$ cat src/alias_table_builder_top_assert.svh
// ----------------------------------------------------------------------------
// Alias table builder assertion macros
// Shared assertion forms used by the alias table builder modules.
// ----------------------------------------------------------------------------
`ifndef ALIAS_TABLE_BUILDER_TOP_ASSERT_SVH
`define ALIAS_TABLE_BUILDER_TOP_ASSERT_SVH
`ifndef NO_ASSERTIONS
`define ATB_ASSERT_IMP(lbl, clk, rstn, ante, cons) \
    lbl: assert property (@(posedge clk) disable iff (!rstn) (ante) |-> (cons)) \
        else $error("alias table builder assertion failed");
`define ATB_ASSERT_NEXT(lbl, clk, rstn, ante, cons) \
    lbl: assert property (@(posedge clk) disable iff (!rstn) (ante) |=> (cons)) \
        else $error("alias table builder assertion failed");
`else
`define ATB_ASSERT_IMP(lbl, clk, rstn, ante, cons)
`define ATB_ASSERT_NEXT(lbl, clk, rstn, ante, cons)
`endif
`endif

$ cat src/atb_pkg.sv
// ----------------------------------------------------------------------------
// Alias table builder package
// Shared constants and the command and status bundles of the builder.
// ----------------------------------------------------------------------------
`default_nettype none

package atb_pkg;

    localparam int DEF_MAX_ENTRIES = 1024;
    localparam int WEIGHT_W        = 32;
    localparam int PROB_W          = 32;
    localparam int IDX_W           = 10;
    localparam int FRAC_W          = 32;

    localparam logic KIND_LOAD = 1'b0;
    localparam logic KIND_READ = 1'b1;

    typedef struct packed {
        logic load;         // Accept a weight.
        logic read;         // Accept a table read.
        logic build_start;  // Latch the zero flag, mark the table built.
        logic idx_clr;
        logic idx_inc;
        logic clr_wr;       // Clear one table entry.
        logic sc_rd;
        logic sc_mul;
        logic div_start;
        logic sc_wr;
        logic part_rd;
        logic part_push;
        logic pair_idx_rd;
        logic pair_w_rd;
        logic pair_upd;
        logic out_load;
    } atb_cmd_t;

    typedef struct packed {
        logic n_zero;
        logic sum_zero;
        logic idx_last;
        logic pair_more;
        logic div_done;
    } atb_status_t;

endpackage

`default_nettype wire

$ cat src/atb_ctrl.sv
// ----------------------------------------------------------------------------
// Alias table builder controller
// Sequences loads, reads and the build phases of the alias table.
// ----------------------------------------------------------------------------
`default_nettype none
`include "alias_table_builder_top_assert.svh"

module atb_ctrl
    import atb_pkg::*;
(
    input  wire logic        aclk,
    input  wire logic        aresetn,
    input  wire logic        s_valid,
    output logic             s_ready,
    input  wire logic        s_kind,
    input  wire logic        s_last,
    output logic             m_valid,
    input  wire logic        m_ready,
    output atb_cmd_t         cmd_o,
    input  wire atb_status_t stat_i
);

    typedef enum logic [3:0] {
        ST_IDLE,
        ST_START,
        ST_CLR,
        ST_SC_RD,
        ST_SC_MUL,
        ST_DIV_GO,
        ST_DIV_WAIT,
        ST_SC_WR,
        ST_PART_RD,
        ST_PART_PUSH,
        ST_PAIR_IDX,
        ST_PAIR_W,
        ST_PAIR_UPD
    } state_t;

    state_t state_reg, state_next;
    logic   rd_pend_reg, rd_pend_next;
    logic   m_valid_reg, m_valid_next;
    logic   accept;

    assign s_ready = (state_reg == ST_IDLE) && !rd_pend_reg && (!m_valid_reg || m_ready);
    assign accept  = s_valid && s_ready;
    assign m_valid = m_valid_reg;

    always_comb begin
        cmd_o        = '0;
        state_next   = state_reg;
        cmd_o.out_load = rd_pend_reg;
        rd_pend_next = 1'b0;
        m_valid_next = rd_pend_reg || (m_valid_reg && !m_ready);
        case (state_reg)
            ST_IDLE: begin
                if (accept) begin
                    if (s_kind == KIND_LOAD) begin
                        cmd_o.load = 1'b1;
                        if (s_last) begin
                            state_next = ST_START;
                        end
                    end else begin
                        cmd_o.read   = 1'b1;
                        rd_pend_next = 1'b1;
                    end
                end
            end
            ST_START: begin
                cmd_o.build_start = 1'b1;
                cmd_o.idx_clr     = 1'b1;
                state_next = stat_i.n_zero ? ST_IDLE : ST_CLR;
            end
            ST_CLR: begin
                cmd_o.clr_wr  = 1'b1;
                cmd_o.idx_inc = 1'b1;
                if (stat_i.idx_last) begin
                    cmd_o.idx_clr = 1'b1;
                    state_next = stat_i.sum_zero ? ST_IDLE : ST_SC_RD;
                end
            end
            ST_SC_RD: begin
                cmd_o.sc_rd = 1'b1;
                state_next  = ST_SC_MUL;
            end
            ST_SC_MUL: begin
                cmd_o.sc_mul = 1'b1;
                state_next   = ST_DIV_GO;
            end
            ST_DIV_GO: begin
                cmd_o.div_start = 1'b1;
                state_next      = ST_DIV_WAIT;
            end
            ST_DIV_WAIT: begin
                if (stat_i.div_done) begin
                    state_next = ST_SC_WR;
                end
            end
            ST_SC_WR: begin
                cmd_o.sc_wr   = 1'b1;
                cmd_o.idx_inc = 1'b1;
                state_next    = ST_SC_RD;
                if (stat_i.idx_last) begin
                    cmd_o.idx_clr = 1'b1;
                    state_next    = ST_PART_RD;
                end
            end
            ST_PART_RD: begin
                cmd_o.part_rd = 1'b1;
                state_next    = ST_PART_PUSH;
            end
            ST_PART_PUSH: begin
                cmd_o.part_push = 1'b1;
                cmd_o.idx_inc   = 1'b1;
                state_next = stat_i.idx_last ? ST_PAIR_IDX : ST_PART_RD;
            end
            ST_PAIR_IDX: begin
                if (stat_i.pair_more) begin
                    cmd_o.pair_idx_rd = 1'b1;
                    state_next = ST_PAIR_W;
                end else begin
                    state_next = ST_IDLE;
                end
            end
            ST_PAIR_W: begin
                cmd_o.pair_w_rd = 1'b1;
                state_next      = ST_PAIR_UPD;
            end
            ST_PAIR_UPD: begin
                cmd_o.pair_upd = 1'b1;
                state_next     = ST_PAIR_IDX;
            end
            default: begin
                state_next = ST_IDLE;
            end
        endcase
    end

    always_ff @(posedge aclk) begin
        if (!aresetn) begin
            state_reg   <= ST_IDLE;
            rd_pend_reg <= 1'b0;
            m_valid_reg <= 1'b0;
        end else begin
            state_reg   <= state_next;
            rd_pend_reg <= rd_pend_next;
            m_valid_reg <= m_valid_next;
        end
    end

    `ATB_ASSERT_IMP(a_ctrl_slot_free, aclk, aresetn, rd_pend_reg, !m_valid_reg)
    `ATB_ASSERT_NEXT(a_ctrl_read_result, aclk, aresetn, rd_pend_reg, m_valid_reg)

endmodule

`default_nettype wire

$ cat config.mk
export PLATFORM = sky130hd
export DESIGN_NAME = atb_ctrl
export DESIGN_NICKNAME = d
export VERILOG_FILES = /design/src/atb_pkg.sv /design/src/atb_ctrl.sv
export VERILOG_INCLUDE_DIRS = /design/src /design/src/src
export SDC_FILE = /design/constraint.sdc
export NUM_CORES = 1
export LEC_CHECK = 0
export ABC_AREA = 1
export ABC_CLOCK_PERIOD_IN_PS = 1300
export BUFFER_PORTS_ARGS = -buffer_cell sky130_fd_sc_hd__buf_4
export CAP_MARGIN = 0
export CORE_MARGIN = 1
export CORE_UTILIZATION = 25
export CTS_BUF_LIST = sky130_fd_sc_hd__clkbuf_16
export DETAILED_ROUTE_END_ITERATION = 10
export GPL_ROUTABILITY_DRIVEN = 0
export PLACE_DENSITY = 0.47
export SYNTH_ARGS = -nofsm -noshare
export SYNTH_HDL_FRONTEND = slang
export SYNTH_SLANG_ARGS = --single-unit
$ cat constraint.sdc
create_clock -name aclk -period 1.3 [get_ports aclk]
set_input_delay 0.13 -clock aclk [delete_from_list [all_inputs] [get_ports aclk]]
set_output_delay 0.13 -clock aclk [all_outputs]
set_load 0.05 [all_outputs]
* Yosys cells after proc, flatten, opt, wreduce, memory -nomap -nowiden *
Index checks and enable logic that the tools add are counted.

cells by class
  equal/unequal tests = 17
  mux-type cells = 30
  reductions and logical operators = 14

operators by type and width
  operator            number
  $pmux 4 s13         1
  $mux 4              7
  $eq 4x4->1 const B  5
  $eq 4x3->1 const B  4
  $mux 1              16
  $mux 2              5
  $ne 2x2->1 const B  5
  $eq 4x2->1 const B  2
  $reduce_and 5->1    1
  $eq 4x1->1 const B  1
  $logic_and 1x1->1   4
  $logic_not 4->1     1
  $logic_not 1->1     3
  $reduce_and 3->1    1
  $reduce_or 3->1     1
  $logic_or 1x1->1    2
  $pmux 1 s2          1
  $reduce_or 2->1     1

word-level totals
  bits in registers = 6
  output and inout bits = 18

* Logic depth before layout (Yosys ltp) *
  depth in word-level cells = 6
  gate-level depth with buffers = 11
  depth with buffers taken out = 11

* Worst setup path after synthesis *
OpenSTA, ideal clock, no wires.

  kind = reg2out
  start = reg m_valid_reg, in the netlist m_valid
  end = out cmd_o[14] (netlist bit)
  slack = -1.176 ns
  stages on the path, launching flop included = 6
  arrival = 2.346 ns
  cell sequence = dfxtp_1 > a21oi_1 > inv_1 > nor2_1 > nand2_1 > nor2_1

RTL lines
  element                 line             source
  start, declared         atb_ctrl.sv:41   logic m_valid_reg, m_valid_next;
  start signal, assigned  atb_ctrl.sv:146  m_valid_reg <= m_valid_next;
  end, declared           atb_ctrl.sv:19   output atb_cmd_t cmd_o,

==> out/results.tsv <==
stage	metric	value	unit
sta	fmax	0.684	GHz
final_layout	areaGrowthSynthToFinish	156	%
sta	fin_skew	1.13	ps
final_layout	final_cell_mix	buf_4, nand2_1, inv_1, buf_6, nor2_4	
setup_path	worstSetupStartpointType	flip-flop	
route	firstDrtPassIters	4	
global_routing	grt_pass1_vias	671	
cts	cts_root_buf	clkbuf_16	
cts	clkSlewWorstSetupHoldPaths	30	ps
placed_design	post-dp-hpwl	1320	um
sta	maxSlewViolCount	0	
route	drtIter0Drc	9	
cts	h-tree-depth	1	
synthesis	synth_cell_types	18	
setup_path	r2r_cells	10	
floorplan	coreArea	1780	um^2
placed_design	post-place-ws	3.23	ps
global_routing	grt_pass1_wl	2950	um
sta	setup_slack	-162	ps
setup_path	critical_path.most_common_cell	nor2_4	
pwr	power.total	2370	uW
final_layout	seq_area	139	um^2
setup_path	arrival	1330	ps
synthesis	syn_inst	91	
global_routing	grt_util_all_layers	0.194	
synthesis	mappedNetlistNets	102	
floorplan	row_count	15	
setup_path	crit_path_max_incr_delay	410	ps
setup_path	critical_path_class	reg -> out	
setup_path	endpoint_kind	primary output	
route	routed_via_density	4.51	
pwr	p_leak	0.000636	uW
route	via_count	753	
global_routing	antenna_found_initial	0	
setup_path	cp_max_fo	5	
route	totalWireLength	1930	um
floorplan	initial_utilization	0.278	
final_layout	largest_reg_flops	4	
sta	fin_crit_sh	1.12	
floorplan	die_w	46.5	um
setup_path	critPathRequiredTime	1170	ps
cts	cts_tree	done	
final_layout	nNetsFinal	155	
floorplan	die_y	46.5	um
route	drt-wirelength-per-cell	11.6	um
synthesis	yosysWarnings	0	
cts	clockBufferDepth	2	
sta	setup_viol	15	
synthesis	avgSynthCellArea	5.44	um^2
cts	clock-sinks	6	
pwr	peakVddDrop	1.11	mV
setup_path	crit_chain	nor2_4 -> inv_2 -> nor2_4 -> or3_4 -> buf_8	
sta	finalHoldViolCount	0	
sta	period_needed	1460	ps
cts	clkLatencyLatePin	230	ps
final_layout	drive_gt1_frac	0.676	
outcome	status	complete, but fails checks	
sta	grt_setup_unrepaired	true	
floorplan	io_pins	29	
flow_run	max_cap_violations	0	
floorplan	dieArea	2160	um^2
cts	cts_buffers	3	
final_layout	antennaDiodeCount	0	
final_layout	final_common_cell	buf_4	
sta	relSlewSlack	0.820	
hold_path	hold_depth	3	
sta	worstMarginPinSlew	269	ps
outcome	violations	setup timing	
synthesis	ys_seq_area_frac	0.242	
global_routing	grt_max_degree	6	
synthesis	netlist_area	495	um^2
route	ant_nets	0	
sta	worst_hold_slack	123	ps
setup_path	crit_slowest_cell	dfxtp_4	
global_routing	grt.overflow.total	0	
pwr	power_density	1870	nW/um^2
placed_design	portBuffers	28	
route	drc	0	
hold_path	min_path_type	in -> reg	
synthesis	synth_seq_cells	6	
final_layout	nFillCells	139	
final_layout	multi_input_area	464	um^2
worst paths after layout:
path                                      to          from  slack (ps)
worst min-delay path            state_reg[3]       aresetn         120
worst min register to register       m_valid       m_valid         620
worst max register to register  state_reg[1]  state_reg[2]         -20
worst max-delay path               cmd_o[11]  state_reg[3]        -160
through the flow:
step,area [um^2],util,setup TNS (ps),instances
final,1270,0.710,-988,167
after global routing,1270,0.710,-1800,167
after CTS,1140,0.641,-978,161
after detailed placement,906,0.508,0,151
after global placement,906,0.508,0,151
after floorplan,612,-,-546,91
final cells by class:
class | count | area share
multi-input cells | 63 | 0.367
repair buffers | 49 | 0.365
flip-flops and latches | 6 | 0.110
inverters | 21 | 0.0751
clock buffers | 3 | 0.0593
well taps | 25 | 0.0247
power breakdown:
| part | total, uW | switching, uW | internal [uW] |
|---|---|---|---|
| registers | 300 | 70.0 | 230 |
| clock network | 496 | 101 | 394 |
| logic | 1570 | 906 | 664 |
timing repair:
item	in CTS	in global routing
gates resized for setup	30	23
hold buffers	0	0
setup endpoints to repair	10	17
pin swaps	10	7
buffers inserted	7	7
worst max-delay path, delay by kind of cell, from the launching register on:
kind	cells	cell delay (ps)
buffers and inverters	2	250
DFF	1	410
and+or+nand+nor	3	440
synth_stat cells:
cell type  number  area (um^2)
o22ai_1         1         6.26
nand3_1         5         25.0
nor2_1         22         82.6
nor3_1          3         15.0
buf_4           1         7.51
nor2_4          2         22.5
a31oi_1         1         6.26
nand2_1        20         75.1
a21oi_1         1         5.00
nand2_2         1         6.26
a211oi_1        1         7.51
o31ai_1         1         7.51
inv_2           1         3.75
inv_1          20         75.1
o21ai_0         3         15.0
dfxtp_1         6          120
nor3b_1         1         7.51
or3_2           1         7.51
logic make-up (layout without fill, tap and decap cells):
kind of cell,count (synthesis),in the layout,share of synthesized area
flip-flops,6,6,0.242
buffers and inverters,22,73,0.174
AO/OA/AOI/OAI,8,8,0.0960
AND/OR/NAND/NOR,55,55,0.487
routing by layer:
metal  vias up  routed length [um]  GRT usage
met5         -                   0          0
met4         0                  21     0.0706
li1        377                   -          -
met1       348                 725      0.233
met3         4                  89     0.0235
met2        24                1100      0.347
Note: power is estimated with default switching activity, not from simulation.
